`config.mk`:
```
export PLATFORM = sky130hd
export DESIGN_NAME = hab_fifo
export DESIGN_NICKNAME = d
export VERILOG_FILES = /design/src/rtl/hab_pkg.sv /design/src/rtl/hab_fifo.sv
export SDC_FILE = /design/constraint.sdc
export NUM_CORES = 1
export LEC_CHECK = 0
export BUFFER_PORTS_ARGS = -buffer_cell sky130_fd_sc_hd__buf_2
export CAP_MARGIN = 20
export CORE_UTILIZATION = 40
export CTS_CLUSTER_SIZE = 24
export DETAILED_ROUTE_END_ITERATION = 8
export PLACE_DENSITY = 0.66
export SKIP_LAST_GASP = 1
export SLEW_MARGIN = 20
export SYNTH_ARGS = -nofsm -noshare
export SYNTH_HDL_FRONTEND = slang
export SYNTH_SLANG_ARGS = --single-unit
```
`constraint.sdc`:
```
create_clock -name clk -period 4.7 [get_ports clk]
set_clock_uncertainty 0.2 [all_clocks]
set_input_delay 0.705 -clock clk [delete_from_list [all_inputs] [get_ports clk]]
set_output_delay 0.705 -clock clk [all_outputs]
set_load 0.01 [all_outputs]
```
`src/rtl/hab_pkg.sv`:
```
// ----------------------------------------------------------------------------
// hab_pkg
// Shared types, constants and helper functions for the hemisphere angle bin
// accumulator: item and result structs, queue entry, CORDIC table.
// ----------------------------------------------------------------------------
package hab_pkg;

  localparam int SUM_WIDTH        = 48;
  localparam int ZENITH_BINS_DEF  = 91;
  localparam int AZIMUTH_BINS_DEF = 360;
  localparam int BIN_ADDR_W       = 17;   // covers the largest bin count
  localparam int CORDIC_STEPS     = 16;
  localparam int CORDIC_W         = 36;
  localparam int ACC_W            = 25;
  localparam int DEG_MAX          = 90;

  localparam logic OP_ACCUM = 1'b0;
  localparam logic OP_READ  = 1'b1;

  typedef struct packed {
    logic               opcode;
    logic signed [15:0] dir_x;
    logic signed [15:0] dir_y;
    logic signed [15:0] dir_z;
    logic signed [15:0] stokes_i;
    logic signed [15:0] stokes_q;
    logic signed [15:0] stokes_u;
    logic signed [15:0] stokes_v;
    logic [6:0]         read_zenith;
    logic [8:0]         read_azimuth;
  } in_item_t;

  typedef struct packed {
    logic signed [SUM_WIDTH-1:0] sum_i;
    logic signed [SUM_WIDTH-1:0] sum_q;
    logic signed [SUM_WIDTH-1:0] sum_u;
    logic signed [SUM_WIDTH-1:0] sum_v;
  } result_t;

  // Classified work item handed from front to back
  typedef struct packed {
    logic                  is_read;
    logic                  zero;     // read outside the bin range
    logic [BIN_ADDR_W-1:0] addr;
    logic signed [15:0]    stokes_i;
    logic signed [15:0]    stokes_q;
    logic signed [15:0]    stokes_u;
    logic signed [15:0]    stokes_v;
  } qentry_t;

  // atan(2^-i) in units of 2^-16 degree
  function automatic logic [21:0] atan_entry(input logic [3:0] i);
    logic [21:0] r;
    case (i)
      4'd0:    r = 22'd2949120;
      4'd1:    r = 22'd1740967;
      4'd2:    r = 22'd919879;
      4'd3:    r = 22'd466945;
      4'd4:    r = 22'd234379;
      4'd5:    r = 22'd117304;
      4'd6:    r = 22'd58666;
      4'd7:    r = 22'd29335;
      4'd8:    r = 22'd14668;
      4'd9:    r = 22'd7334;
      4'd10:   r = 22'd3667;
      4'd11:   r = 22'd1833;
      4'd12:   r = 22'd917;
      4'd13:   r = 22'd458;
      4'd14:   r = 22'd229;
      default: r = 22'd115;
    endcase
    return r;
  endfunction

  // Clamp angle to 0..90 degrees and round half up to whole degrees
  function automatic logic [6:0] cordic_to_deg(input logic signed [ACC_W-1:0] acc);
    logic signed [ACC_W-1:0] c;
    logic signed [ACC_W-1:0] r;
    c = acc;
    if (c < 0) begin
      c = '0;
    end else if (c > $signed(ACC_W'(DEG_MAX * 65536))) begin
      c = $signed(ACC_W'(DEG_MAX * 65536));
    end
    r = c + $signed(ACC_W'(32768));
    return r[22:16];
  endfunction

  // Saturating add of a 16-bit sample into a sum
  function automatic logic signed [SUM_WIDTH-1:0] sat_add(
    input logic signed [SUM_WIDTH-1:0] s,
    input logic signed [15:0]          v
  );
    logic signed [SUM_WIDTH:0] t;
    t = {s[SUM_WIDTH-1], s} + {{(SUM_WIDTH-15){v[15]}}, v};
    if (t[SUM_WIDTH] != t[SUM_WIDTH-1]) begin
      return t[SUM_WIDTH] ? {1'b1, {(SUM_WIDTH-1){1'b0}}} : {1'b0, {(SUM_WIDTH-1){1'b1}}};
    end
    return t[SUM_WIDTH-1:0];
  endfunction

endpackage

```
`src/rtl/hab_fifo.sv`:
```
// ----------------------------------------------------------------------------
// hab_fifo
// Two-entry queue between the classifying front and the bin update back.
// ----------------------------------------------------------------------------
module hab_fifo (
  input  logic             clk,
  input  logic             rst,
  input  logic             push,
  input  hab_pkg::qentry_t data_in,
  output logic             full,
  input  logic             pop,
  output hab_pkg::qentry_t data_out,
  output logic             empty
);
  import hab_pkg::*;

  qentry_t    slots [2];
  logic       wp;
  logic       rp;
  logic [1:0] count;

  assign full     = (count == 2'd2);
  assign empty    = (count == 2'd0);
  assign data_out = slots[rp];

  // Storage
  always_ff @(posedge clk) begin
    if (push) begin
      slots[wp] <= data_in;
    end
  end

  // Pointers and fill level
  always_ff @(posedge clk) begin
    if (rst) begin
      wp    <= 1'b0;
      rp    <= 1'b0;
      count <= 2'd0;
    end else begin
      if (push) begin
        wp <= ~wp;
      end
      if (pop) begin
        rp <= ~rp;
      end
      count <= count + 2'(push) - 2'(pop);
    end
  end

endmodule

```
* After elaboration in Yosys (flattened, before gate mapping)
Memories as Yosys holds them, arrays and structs flattened. A register that Yosys moved wholly into a read port is not among the register bits.
Index checks and enable logic that the tools add are counted.
Widths: inputs -> output; s select.
** Storage, ports and cells
- Memories kept :: 1
- Register bits :: 4
- RAM bits :: 166
** Operators by class
- Bitwise logic cells :: 2
- Add/sub/neg operators :: 2
- Muxes and demuxes :: 4
- Reductions and logical operators :: 1
- Equal/unequal tests :: 1
** Memory list
- slots :: depth 2, bits a word 83, rd ports 1, clocked after Yosys merged registers in 1, write ports 1, RTL line hab_fifo.sv:17 : qentry_t slots [2];
** Operators with widths (count)
- $mux 1 :: 4
- $add 2x1->2 :: 1
- $eq 2x2->1 const B :: 1
- $logic_not 2->1 :: 1
- $not 1->1 :: 2
- $sub 2x1->2 :: 1

* Longest topological paths before layout
- Depth in word-level cells :: 3
- Gate-level depth with buffers :: 6
- Mapped depth without buffers :: 6

* Worst setup path after synthesis
No wires, ideal clock.
- Path type :: in2reg
- From :: in push
- To :: mem slots[0][0] in the netlist's numbering, enable pin
- Slack :: -0.366 ns
- Arrival :: 4.331 ns
- Stages on the path :: 1
- Required time :: 3.965 ns
- Path through :: nor2b_1
** Between the ends
- Word-level cells in the longest chain between the ends :: 2
** Ends and longest elaborated chain
- from (decl) :: RTL line hab_fifo.sv:8 : input logic push,
- $mux 1 :: RTL line hab_fifo.sv:28 : if (push) begin
- $mux 1 (not written as such) :: RTL line hab_fifo.sv:29 : slots[wp] <= data_in;
- to (decl) :: RTL line hab_fifo.sv:17
No other way between the ends.

==> results by group <==
Outcome
  – Status: finished, final reports clean

Clock tree
  – CTS tree: yes
  – Reg clk slew, reported paths: 0.06 ns
  – Clock Latency Late Sink: 0.40 ns
  – Clock tree sinks: 171
  – Post-CTS Setup Inserts: 0
  – Resized Gates After CTS: 0
  – Htree depth: 4
  – Hold Buf Count CTS: 0
  – CTS root buf: clkbuf_16
  – CTS Buf Count: 17
  – Longest Clk Path Bufs: 2

Worst setup path
  – Data arrival, critical path: 2.29 ns
  – Critical Path RT: 3.80 ns
  – Crit path cell chain: buf_4 -> mux2_4 -> buf_2
  – Reg-to-reg slack, setup: 2.70 ns
  – Setup crit start kind: register
  – CP Max Fanout: 48
  – Worst-case reg-to-reg path depth: 2
  – Crit. End Element: primary output
  – Critical Path End: data_out[52]
  – Slowest cell on the critical path: dfxtp_4
  – Reg-to-reg startpoint: wp
  – RR Endpoint: slots[0][70]
  – Peak per-stage delay on the critical path: 0.91 ns
  – Crit Path Class: reg2out

Layout
  – Synth-to-Final Area Change: 24.3%
  – # diodes: 0
  – Post-layout net count: 554
  – Post-route cell area: 0.00815 sq mm
  – Share of cells above drive strength 1: 61.1%

Global route
  – Grt total ovfl: 0
  – First-pass GRT wire length: 15,700 um
  – Largest net degree at the start of global routing: 58
  – Number of global-route vias before repair: 3,267
  – GRT Util Overall: 12.7%
  – Initial antenna violation count: 0

Floorplanning
  – DIE WIDTH: 130 um
  – Die Y: 130 um
  – # rows: 46
  – Core box area: 0.0159 sq mm
  – Initial Util: 41.1%
  – IO Count: 172
  – DIE AREA: 0.0169 sq mm

Yosys
  – Synth Flop Type: edfxtp_1
  – Sequential share of the synthesized area: 77.6%
  – Largest area contributor in the netlist: edfxtp_1
  – Asr flop ratio synth: 0%
  – Share of the synthesized area in the top cell type: 76.0%
  – Post-Synthesis Cells: 279
  – Synth Area per Inst: 23.5 sq um
  – Yosys warns: 0
  – Number of synthesized flops with an enable pin: 166
  – Synth Register Bits: 171
  – Post-synth top cells: edfxtp_1, mux2_4, mux2_2
  – Top post-synthesis cells by area: edfxtp_1, mux2_4, mux2_2
  – Syn Std Cell Area: 0.00656 sq mm
  – Synth unique cells: 14
  – Count leader, synth: edfxtp_1
  – Syn_nets: 368

Timing
  – Tcrit/Tclk final: 67.9%
  – Final setup violation count: 0
  – RSZ-0062 raised after global routing: no
  – Final setup TNS: 0 ns
  – Worst-margin pin slew: 0.840 ns
  – Max frequency: 313 MHz
  – Final hold slack: 0.284 ns
  – Min cycle time layout: 3.19 ns
  – Slew margin rel.: 43.9%
  – Final Slew Violations: 0
  – Hold Violations, Final: 0

Power and ir drop
  – P_leak: 3.21 nW
  – Power per cell area: 425 mW/mm^2
  – Max VDD drop: 0.000249 V
  – Final Power: 3.46 mW

Worst hold path
  – Hold WC Path Type: in2reg
  – Hold Path Cell Cnt: 1

Placement
  – Port Buffers: 171
  – Routability cong.: 0.654
  – Post-DP HPWL: 7090 um
  – Placed Instance Area: 0.00761 sq mm

Drt
  – Final ANT Viol Nets: 0
  – Via Count: 3,073
  – DRT Pass-1 Iters: 4
  – DR DRC count: 0
  – Drt wl/cell: 15.2 um
  – Initial DRC Count: 109
  – DR vias/cell: 4.43
  – Total wire length: 10,600 um

Job
  – Max Cap Viol: 0
-- logic make-up (layout without fill, tap and decap cells) --
group	count (synthesis)	in the layout	synth area share, %
flops	171	171	77.6
mux	83	83	18.3
buf+inv	11	210	2.50
xor+xnor	3	3	0.611
simple gates	9	9	0.668
fa+ha+maj	2	2	0.382
-- flip-flops by register name, indices dropped and copies added, names as in the netlist, named ones only --
signal / count
count: 2
slots: 166
rp: 1
wp: 1
-- placed cells by master, fill, tap and decap left out, types with 2 or more instances in the layout --
master      count
mux2_2         13
clkinvlp_4      2
inv_1           2
nor2b_1         2
edfxtp_1      166
buf_2         171
mux2_4         70
ha_1            2
buf_4           2
nor2_1          5
clkinv_2        6
clkinv_4        2
xnor2_1         2
dfxtp_1         4
clkbuf_1        2
clkbuf_8        2
clkbuf_16      17
buf_12          3
-- report_power, final --
part	switching [mW]	total [mW]	internal, mW
registers	0.0448	1.82	1.78
clock network	0.530	1.23	0.701
logic	0.182	0.403	0.221
total	0.757	3.46	2.70
-- critical path, delay by kind of cell, from the launching register on --
kind	cells	cell delay (ns)
muxes	1	0.34
DFF	1	0.91
buffers and inverters	2	0.61
-- through the flow --
stage / instances / util [%] / worst slack [ns]
2_1_floorplan: 279 / - / 1.19
3_3_place_gp: 660 / 47.5 / 1.91
3_5_place_dp: 662 / 47.8 / 1.89
4_1_cts: 694 / 51.1 / 1.43
5_1_grt: 694 / 51.1 / 1.37
6_report: 694 / 51.1 / 1.51
-- worst min-delay path by stage --
stage / start / slack [ns] / end
after floorplan: rp / 0.28 / register
after global placement: rp / 0.29 / register
after detailed placement: rp / 0.30 / register
after CTS: data_in[11] / 0.26 / slots[1][11]
after global routing: data_in[44] / 0.25 / slots[0][44]
final: data_in[46] / 0.28 / slots[0][46]
-- per-layer routing --
layer / routed length (um) / GRT usage (%) / part of all wire (%) / vias up
li1: - / - / - / 1474
met1: 4310 / 13.5 / 41 / 1484
met2: 5510 / 22.7 / 52 / 107
met3: 657 / 5.21 / 6.2 / 8
met4: 109 / 4.51 / 1.0 / 0
met5: 0 / 0 / 0 / -
-- area by class of cell --
class                      instances  area [sq um]
clock buffer                      21           460
fill                            1335          7800
inverter                           2          7.51
multi-input combinational         97          1320
timing repair buffer             176           931
sequential                       171          5090
clock inverter                    11          71.3
tap                              216           270
Note: power is estimated with default switching activity, not from simulation.
