$ cat config.mk
export PLATFORM = sky130hd
export DESIGN_NAME = hab_front
export DESIGN_NICKNAME = d
export VERILOG_FILES = /design/src/rtl/hab_pkg.sv /design/src/rtl/hab_front.sv
export SDC_FILE = /design/constraint.sdc
export NUM_CORES = 2
export LEC_CHECK = 0
export ABC_AREA = 1
export BUFFER_PORTS_ARGS = -buffer_cell sky130_fd_sc_hd__clkbuf_2
export CORE_MARGIN = 2
export CORE_UTILIZATION = 57
export DETAILED_ROUTE_END_ITERATION = 10
export PLACE_DENSITY = 0.74
export SYNTH_ARGS = -nofsm -noshare
export SYNTH_HDL_FRONTEND = slang
export SYNTH_SLANG_ARGS = --single-unit
$ cat constraint.sdc
create_clock -name clk -period 10.7 [get_ports clk]
set_clock_uncertainty 0.05 [all_clocks]
set_input_delay 1.07 -clock clk [delete_from_list [all_inputs] [get_ports clk]]
set_output_delay 1.07 -clock clk [all_outputs]
set_load 0.1 [all_outputs]
$ cat src/rtl/hab_pkg.sv
// ----------------------------------------------------------------------------
// hab_pkg
// Shared types, constants and helper functions for the hemisphere angle bin
// accumulator: item and result structs, queue entry, CORDIC table.
// ----------------------------------------------------------------------------
package hab_pkg;

  localparam int SUM_WIDTH        = 48;
  localparam int ZENITH_BINS_DEF  = 91;
  localparam int AZIMUTH_BINS_DEF = 360;
  localparam int BIN_ADDR_W       = 17;   // covers the largest bin count
  localparam int CORDIC_STEPS     = 16;
  localparam int CORDIC_W         = 36;
  localparam int ACC_W            = 25;
  localparam int DEG_MAX          = 90;

  localparam logic OP_ACCUM = 1'b0;
  localparam logic OP_READ  = 1'b1;

  typedef struct packed {
    logic               opcode;
    logic signed [15:0] dir_x;
    logic signed [15:0] dir_y;
    logic signed [15:0] dir_z;
    logic signed [15:0] stokes_i;
    logic signed [15:0] stokes_q;
    logic signed [15:0] stokes_u;
    logic signed [15:0] stokes_v;
    logic [6:0]         read_zenith;
    logic [8:0]         read_azimuth;
  } in_item_t;

  typedef struct packed {
    logic signed [SUM_WIDTH-1:0] sum_i;
    logic signed [SUM_WIDTH-1:0] sum_q;
    logic signed [SUM_WIDTH-1:0] sum_u;
    logic signed [SUM_WIDTH-1:0] sum_v;
  } result_t;

  // Classified work item handed from front to back
  typedef struct packed {
    logic                  is_read;
    logic                  zero;     // read outside the bin range
    logic [BIN_ADDR_W-1:0] addr;
    logic signed [15:0]    stokes_i;
    logic signed [15:0]    stokes_q;
    logic signed [15:0]    stokes_u;
    logic signed [15:0]    stokes_v;
  } qentry_t;

  // atan(2^-i) in units of 2^-16 degree
  function automatic logic [21:0] atan_entry(input logic [3:0] i);
    logic [21:0] r;
    case (i)
      4'd0:    r = 22'd2949120;
      4'd1:    r = 22'd1740967;
      4'd2:    r = 22'd919879;
      4'd3:    r = 22'd466945;
      4'd4:    r = 22'd234379;
      4'd5:    r = 22'd117304;
      4'd6:    r = 22'd58666;
      4'd7:    r = 22'd29335;
      4'd8:    r = 22'd14668;
      4'd9:    r = 22'd7334;
      4'd10:   r = 22'd3667;
      4'd11:   r = 22'd1833;
      4'd12:   r = 22'd917;
      4'd13:   r = 22'd458;
      4'd14:   r = 22'd229;
      default: r = 22'd115;
    endcase
    return r;
  endfunction

  // Clamp angle to 0..90 degrees and round half up to whole degrees
  function automatic logic [6:0] cordic_to_deg(input logic signed [ACC_W-1:0] acc);
    logic signed [ACC_W-1:0] c;
    logic signed [ACC_W-1:0] r;
    c = acc;
    if (c < 0) begin
      c = '0;
    end else if (c > $signed(ACC_W'(DEG_MAX * 65536))) begin
      c = $signed(ACC_W'(DEG_MAX * 65536));
    end
    r = c + $signed(ACC_W'(32768));
    return r[22:16];
  endfunction

  // Saturating add of a 16-bit sample into a sum
  function automatic logic signed [SUM_WIDTH-1:0] sat_add(
    input logic signed [SUM_WIDTH-1:0] s,
    input logic signed [15:0]          v
  );
    logic signed [SUM_WIDTH:0] t;
    t = {s[SUM_WIDTH-1], s} + {{(SUM_WIDTH-15){v[15]}}, v};
    if (t[SUM_WIDTH] != t[SUM_WIDTH-1]) begin
      return t[SUM_WIDTH] ? {1'b1, {(SUM_WIDTH-1){1'b0}}} : {1'b0, {(SUM_WIDTH-1){1'b1}}};
    end
    return t[SUM_WIDTH-1:0];
  endfunction

endpackage

$ cat src/rtl/hab_front.sv
// ----------------------------------------------------------------------------
// hab_front
// Accepts items and classifies them: reads get their bin address, rays with
// z > 0 get their zenith and azimuth bins from an iterative square root and a
// shared iterative CORDIC unit; other rays are dropped.
// ----------------------------------------------------------------------------
module hab_front #(
  parameter int ZENITH_BINS  = hab_pkg::ZENITH_BINS_DEF,
  parameter int AZIMUTH_BINS = hab_pkg::AZIMUTH_BINS_DEF
) (
  input  logic              clk,
  input  logic              rst,
  input  logic              accept,
  input  hab_pkg::in_item_t item,
  output logic              idle,
  input  logic              q_full,
  output logic              q_push,
  output hab_pkg::qentry_t  q_data
);
  import hab_pkg::*;

  localparam int ZLIM = (ZENITH_BINS - 1 < DEG_MAX) ? ZENITH_BINS - 1 : DEG_MAX;

  typedef enum logic [2:0] {S_IDLE, S_MUL, S_SQRT, S_ZEN, S_AZ, S_PUSH} state_t;

  state_t                     state;
  in_item_t                   it;
  logic [59:0]                n;
  logic [59:0]                res;
  logic [59:0]                bitv;
  logic signed [CORDIC_W-1:0] cx;
  logic signed [CORDIC_W-1:0] cy;
  logic signed [ACC_W-1:0]    acc;
  logic [3:0]                 step;
  logic [6:0]                 theta;
  logic [8:0]                 phi;

  logic signed [31:0]         xx;
  logic signed [31:0]         yy;
  logic [31:0]                sq;
  logic [59:0]                trial;
  logic [59:0]                res_next;
  logic signed [CORDIC_W-1:0] cx_next;
  logic signed [CORDIC_W-1:0] cy_next;
  logic signed [ACC_W-1:0]    acc_next;
  logic [6:0]                 deg;
  logic signed [16:0]         ax;
  logic signed [16:0]         ay;

  // Fold first-quadrant angle into 0..359 by quadrant (x == 0 apart), clamped to the last bin
  function automatic logic [8:0] fold_phi(input logic signed [15:0] x,
                                          input logic signed [15:0] y,
                                          input logic [6:0] a);
    int p;
    if (x == 0) begin
      p = (y > 0) ? 90 : ((y < 0) ? 270 : 0);
    end else if (x > 0) begin
      p = (y >= 0) ? int'(a) : 360 - int'(a);
    end else begin
      p = (y < 0) ? 180 + int'(a) : 180 - int'(a);
    end
    if (p == 360) begin
      p = 0;
    end
    if (p > AZIMUTH_BINS - 1) begin
      p = AZIMUTH_BINS - 1;
    end
    return 9'(p);
  endfunction

  // Squared radius
  assign xx = it.dir_x * it.dir_x;
  assign yy = it.dir_y * it.dir_y;
  assign sq = $unsigned(xx) + $unsigned(yy);

  // One square root digit
  assign trial    = res + bitv;
  assign res_next = (n >= trial) ? ((res >> 1) + bitv) : (res >> 1);

  // One CORDIC vectoring step
  always_comb begin
    if (cy >= 0) begin
      cx_next  = cx + (cy >>> step);
      cy_next  = cy - (cx >>> step);
      acc_next = acc + $signed({3'b000, atan_entry(step)});
    end else begin
      cx_next  = cx - (cy >>> step);
      cy_next  = cy + (cx >>> step);
      acc_next = acc - $signed({3'b000, atan_entry(step)});
    end
  end
  assign deg = cordic_to_deg(acc_next);

  assign ax = it.dir_x[15] ? (17'sd0 - 17'(it.dir_x)) : 17'(it.dir_x);
  assign ay = it.dir_y[15] ? (17'sd0 - 17'(it.dir_y)) : 17'(it.dir_y);

  // Queue entry
  always_comb begin
    q_data          = '0;
    q_data.is_read  = (it.opcode == OP_READ);
    q_data.stokes_i = it.stokes_i;
    q_data.stokes_q = it.stokes_q;
    q_data.stokes_u = it.stokes_u;
    q_data.stokes_v = it.stokes_v;
    if (it.opcode == OP_READ) begin
      q_data.zero = (int'(it.read_zenith) >= ZENITH_BINS) ||
                    (int'(it.read_azimuth) >= AZIMUTH_BINS);
      q_data.addr = q_data.zero ? '0 :
        BIN_ADDR_W'(int'(it.read_zenith) * AZIMUTH_BINS + int'(it.read_azimuth));
    end else begin
      q_data.addr = BIN_ADDR_W'(int'(theta) * AZIMUTH_BINS + int'(phi));
    end
  end

  assign q_push = (state == S_PUSH) && !q_full;
  assign idle   = (state == S_IDLE);

  // Sequencer
  always_ff @(posedge clk) begin
    if (rst) begin
      state <= S_IDLE;
    end else begin
      case (state)
        S_IDLE: begin
          if (accept) begin
            it <= item;
            if (item.opcode == OP_READ) begin
              state <= S_PUSH;
            end else if (item.dir_z > 0) begin
              state <= S_MUL;
            end
          end
        end
        S_MUL: begin
          n     <= {sq, 28'b0};
          res   <= '0;
          bitv  <= 60'(1) << 58;
          state <= S_SQRT;
        end
        S_SQRT: begin
          if (n >= trial) begin
            n <= n - trial;
          end
          res  <= res_next;
          bitv <= bitv >> 2;
          if (bitv[0]) begin
            cx    <= CORDIC_W'(it.dir_z) <<< 14;
            cy    <= $signed(CORDIC_W'(res_next));
            acc   <= '0;
            step  <= '0;
            state <= S_ZEN;
          end
        end
        S_ZEN: begin
          if (step == 4'(CORDIC_STEPS - 1)) begin
            theta <= (int'(deg) > ZLIM) ? 7'(ZLIM) : deg;
            if (it.dir_x == 0) begin
              phi   <= fold_phi(it.dir_x, it.dir_y, 7'd0);
              state <= S_PUSH;
            end else begin
              cx    <= CORDIC_W'(ax) <<< 14;
              cy    <= CORDIC_W'(ay) <<< 14;
              acc   <= '0;
              step  <= '0;
              state <= S_AZ;
            end
          end else begin
            cx   <= cx_next;
            cy   <= cy_next;
            acc  <= acc_next;
            step <= step + 4'd1;
          end
        end
        S_AZ: begin
          cx   <= cx_next;
          cy   <= cy_next;
          acc  <= acc_next;
          step <= step + 4'd1;
          if (step == 4'(CORDIC_STEPS - 1)) begin
            phi   <= fold_phi(it.dir_x, it.dir_y, deg);
            state <= S_PUSH;
          end
        end
        S_PUSH: begin
          if (!q_full) begin
            state <= S_IDLE;
          end
        end
        default: state <= S_IDLE;
      endcase
    end
  end

endmodule

# --- Yosys cells after proc, flatten, opt, wreduce, memory -nomap -nowiden ---
# Memories as Yosys holds them, arrays and structs flattened. A register that Yosys moved wholly into a read port is not among the register bits.
# Index checks and enable logic that the tools add are counted.
op_classes:
  mul: 4
  bitwise_logic: 1
  n_reduce_logical: 15
  addsub: 19
  n_lt_le_gt_ge: 14
  div: 0
  n_mux: 72
  n_shift: 2
  eq_ne: 17
ops:
  columns: ["op", "count"]
  rows:
  - ["$mux 32", 20]
  - ["$pmux 60 s2", 3]
  - ["$mux 36", 8]
  - ["$pmux 36 s3", 2]
  - ["$mux 60", 2]
  - ["$mux 25", 4]
  - ["$pmux 25 s3", 1]
  - ["$add 36x36->36", 2]
  - ["$sshr 36x4->36", 2]
  - ["$sub 36x36->36", 2]
  - ["$mux 17", 4]
  - ["$eq 32x10->1 const B", 2]
  - ["$gt 32x10->1 const B", 2]
  - ["$mul 16x16->32", 2]
  - ["$mux 9", 7]
  - ["$add 59x60->60", 1]
  - ["$add 60x60->60", 1]
  - ["$ge 60x60->1", 1]
  - ["$sub 60x60->60", 1]
  - ["$gt 16x1->1 const B", 3]
  - ["$mux 23", 2]
  - ["$mux 22", 2]
  - ["$ge 36x1->1 const B", 1]
  - ["$add 16x9->17", 2]
  - ["other kinds (43)", 67]
word_totals:
  latchBits: 0
  word_cells: 166
  mem_count: 2
  mem_bits_rw: 0
  ff_bits: 429
  mem_bits_ro: 704
mem_list:
  columns: ["name", "depth", "word_bits", "read_ports", "rd_clocked_by_memory_dff", "write_ports", "line_no", "source"]
  rows:
  - ["(no name shown)", 16, 22, 1, 1, 0, "hab_pkg.sv:54", "case (i)"]
  - ["(no name shown)", 16, 22, 1, 1, 0, "hab_pkg.sv:54", null]

# --- Logic depth before layout (Yosys ltp) ---
logic_depth:
  word_depth: 24
  mapped_depth: 54
  ltp_nobuf: 54

# --- Worst setup path after synthesis ---
# OpenSTA, ideal clock, no wires.
synth_path:
  path_kind: "register to register"
  start: "register res[2]"
  end: "register n[0] (enable)"
  setup_time_ns: 0.552
  path_slack_ns: 1.366
  synth_period_minus_slack_ns: 9.334
  n_path_buf: 1
  arrival_time_ns: 8.731
  path_stages_with_launch: 32
  t_required_ns: 10.098
  path_cell_list: "edfxtp_1 ha_1 nand3_1 nand2_1 nand2_1 nand2_1 a21oi_1 inv_1 a21oi_1 o21bai_1 a21oi_1 o21ai_0 a21oi_1 o31ai_1 a21oi_1 o21ai_0 a21oi_1 o21bai_1 a21oi_1 o21ai_0 xor2_1 ha_1 nand2_1 nor2_1 inv_1 nor3_1 a31o_2 a31oi_1 nand2_2 buf_6 nor2_1 nor3_1"
synth_via:
  elab_chain_cells: 4
synth_lines:
  columns: ["item", "line_no", "source"]
  rows:
  - ["start, declared", "hab_front.sv:29", "logic [59:0] res;"]
  - ["start signal, assigned", "hab_front.sv:144", "res <= res_next;"]
  - ["$add 60x60->60", "hab_front.sv:77", "assign trial = res + bitv;"]
  - ["$ge 60x60->1", "hab_front.sv:141", "if (n >= trial) begin"]
  - ["$ne 2x2->1 (no line)", null, null]
  - ["$reduce_and 3->1 (no line)", null, null]
  - ["end signal, assigned", "hab_front.sv:135", "n <= {sq, 28'b0};"]
  - ["end signal, assigned", "hab_front.sv:142", "n <= n - trial;"]
  - ["end, declared", "hab_front.sv:28", "logic [59:0] n;"]
# No other way between the ends.
# A chain may end at the register's enable or synchronous reset.

# --- Final worst setup path ---
layout_path:
  start: "register it[114] in the netlist's numbering"
  end: "register n[57], data pin"
layout_via:
  elab_chain_cells: 3
layout_lines:
  columns: ["item", "line_no", "source"]
  rows:
  - ["start, declared", "hab_front.sv:27", "in_item_t it;"]
  - ["start signal, assigned", "hab_front.sv:126", "it <= item;"]
  - ["$mul 16x16->32", "hab_front.sv:72", "assign xx = it.dir_x * it.dir_x;"]
  - ["$add 32x32->32", "hab_front.sv:74", "assign sq = $unsigned(xx) + $unsigned(yy);"]
  - ["$pmux 60 s2", "hab_front.sv:123", "case (state)"]
# No other way between the ends.

==> out/qor.yml <==
yosys:
  synth_top_area_share_pct: 21.5
  postSynthCellCount: 7079
  syn_nets: 8205
  synth-edff-count: 396
  synth_area_leaders: "edfxtp_1 (22%), fa_1 (20%), ha_1 (10%)"
  synth_seq_cells: 421
  netlist_area_um2: 55300
  avgSynthCellArea_um2: 7.81
  yosysSeqAreaShare_pct: 22.4
  async_flop_share_pct: 0
  ys_warn_count: 0
  synth_largest_area_cell: "edfxtp_1"
  synth.distinct_cells: 71
  ys.flop_type: "edfxtp_1"
worst_setup_path:
  cp-end-kind: "flip-flop"
  critical-path-max-stage-delay_ps: 680
  crit_arrival_ps: 9130
  cp_slowest_cell: "edfxtp_1"
  critPathKind: "reg2reg"
  rr_worst_depth: 39
  cp-start-kind: "flip-flop"
  worstPathMaxFanout: 18
  cp.required_ps: 11070
clocking:
  path_clk_slew_ps: 60
  htree_levels: 2
  tritoncts: "done"
  cts_buffers: 54
  post_cts_buffers: 0
  cts.sinks: 421
  hold_buffers: 0
  cts-root-buf: "clkbuf_16"
  cts_resized: 0
  clockBufferDepth: 3
  worstSkewPairLatency_ps: 690
final_layout:
  final_cell_mix: "inv_1 (1487), nand2_1 (1442), nor2_1 (564)"
  syn_to_final_growth_pct: 6.43
  fillers: 8723
  final_common_cell: "inv_1"
  nNetsFinal: 8275
  drive_gt1_share_pct: 6.10
sta:
  setup_viol: 0
  fin_tns_setup_ps: 0
  slew_violations: 0
  worst_pin_slew_ps: 1140
  fin_crit_sh_pct: 81.9
  hold_viol_final: 0
  period_minus_slack_ps: 8760
  slew_headroom_pct: 23.5
  fmax_mhz: 114
  rsz0062_at_grt: "no"
global_route:
  grt_pass1_vias: 45000
  antenna_found_initial: 5
  grt_pass1_wl_um: 244000
  grt.overflow.total: 0
  grt_usage_pct: 31.0
  grt_start_max_net_pins: 78
floorplanning:
  die_w_um: 315
  ioPinCount: 218
  core_area_um2: 96400
  initial_utilization_pct: 57.3
  die-area_um2: 99500
  die_y_um: 315
  rows: 114
detailed_routing:
  drt_wl_total_um: 154000
  vias_per_cell: 5.50
  drt_pass1_iterations: 8
  num_vias: 46600
  routedWlPerCell_um: 18.2
  postRouteAntennaNets: 0
  drt_iter0_markers: 4055
  drt_drc_violations_left: 0
placed_design:
  io_buffers: 217
  place_hpwl_um: 126000
  gp_congestion: 0.970
job:
  drv_cap: 0
min_path:
  hold_path.class: "reg2reg"
  min_path_cells: 2
status:
  status: "finished, final reports clean"
==> through the flow <==
stage          area (µm²)  std cells  hold slack (ps)  util [%]  worst slack, ps
4_1_cts             58800       8467              469      61.0             2050
6_report            58800       8469              478      61.0             1940
3_3_place_gp        57100       8369              493      59.2             2140
5_1_grt             58800       8467              502      61.0             1240
2_1_floorplan       55300       7079              448         -             1370
3_5_place_dp        57100       8369              492      59.2             2070
==> flip-flops by register name, indices dropped and copies added, names as in the netlist, named ones only <==
signal	count
phi	9
it	64
res	60
cx	36
theta	7
n	60
cy	36
acc	25
step	4
q_data	65
bitv	30
state	3
==> final timing paths <==
check                     from          endpoint  slack (ps)
max          it[114]$_DFFE_PP_   n[57]$_DFFE_PP_        1940
min reg2reg   it[90]$_DFFE_PP_  cx[24]$_DFFE_PP_         480
min           it[90]$_DFFE_PP_  cx[24]$_DFFE_PP_         480
max reg2reg  it[114]$_DFFE_PP_   n[57]$_DFFE_PP_        1940
==> logic make-up (layout without fill, tap and decap cells) <==
kind of cell	after synthesis	count (layout)	synth area share, %
buffers and inverters	1756	1868	12.5
AND/OR/NAND/NOR	2387	2387	17.6
XOR/XNOR	308	308	4.88
adder cells (fa/ha/maj)	993	993	29.9
AO/OA/AOI/OAI	1167	1167	11.9
other	0	2	0
flip-flops	421	421	22.4
multiplexers	47	47	0.851
==> synth_stat cells (14+ instances only) <==
cell type,n
buf_1,28
buf_4,70
o21ai_1,35
fa_1,543
nand3_1,180
a21boi_0,14
o31ai_1,17
nor2_1,568
o21ai_0,459
ha_1,450
o221ai_1,25
inv_2,17
inv_1,1491
nor3_1,53
buf_2,32
a31oi_1,42
xnor2_1,101
nand3b_1,15
edfxtp_1,396
mux2i_1,47
o21bai_1,29
nand2_1,1442
o22ai_1,31
o21a_1,22
nand4_1,37
dfxtp_1,25
clkbuf_1,112
or2_2,25
a21oi_1,385
xor2_1,207
o211ai_1,33
==> worst max-delay path: cells and delay by family, from the launching register on <==
family	cells	cell delay, ps
AOI/OAI and AO/OA	6	1430
DFF	1	680
and+or+nand+nor	18	1820
buffers and inverters	6	340
adders and majority gates	9	4200
==> layer usage <==
metal / routed length, µm / vias to the layer above / part of all wire [%] / global-route usage, %
li1: - / 22500 / - / -
met1: 67700 / 22100 / 44 / 44.4
met2: 69300 / 1745 / 45 / 48.8
met5: 21 / - / 0.014 / 0
met3: 12200 / 275 / 7.9 / 4.53
met4: 5070 / 4 / 3.3 / 9.73
==> cell type report <==
class                           instances  area (µm²)  share of cell area (%)
Antenna cell                            2        5.00                 0.00851
Clock buffer                           68        1460                    2.49
Clock inverter                         30         287                   0.487
Inverter                             1512        5680                    9.66
Multi-Input combinational cell       4902       36000                    61.2
Sequential cell                       421       12400                    21.1
Tap cell                             1276        1600                    2.71
Timing Repair Buffer                  258        1390                    2.37
Power is not shown: default switching activity piles up to over one toggle a cycle in this logic, so the estimate is an artifact.
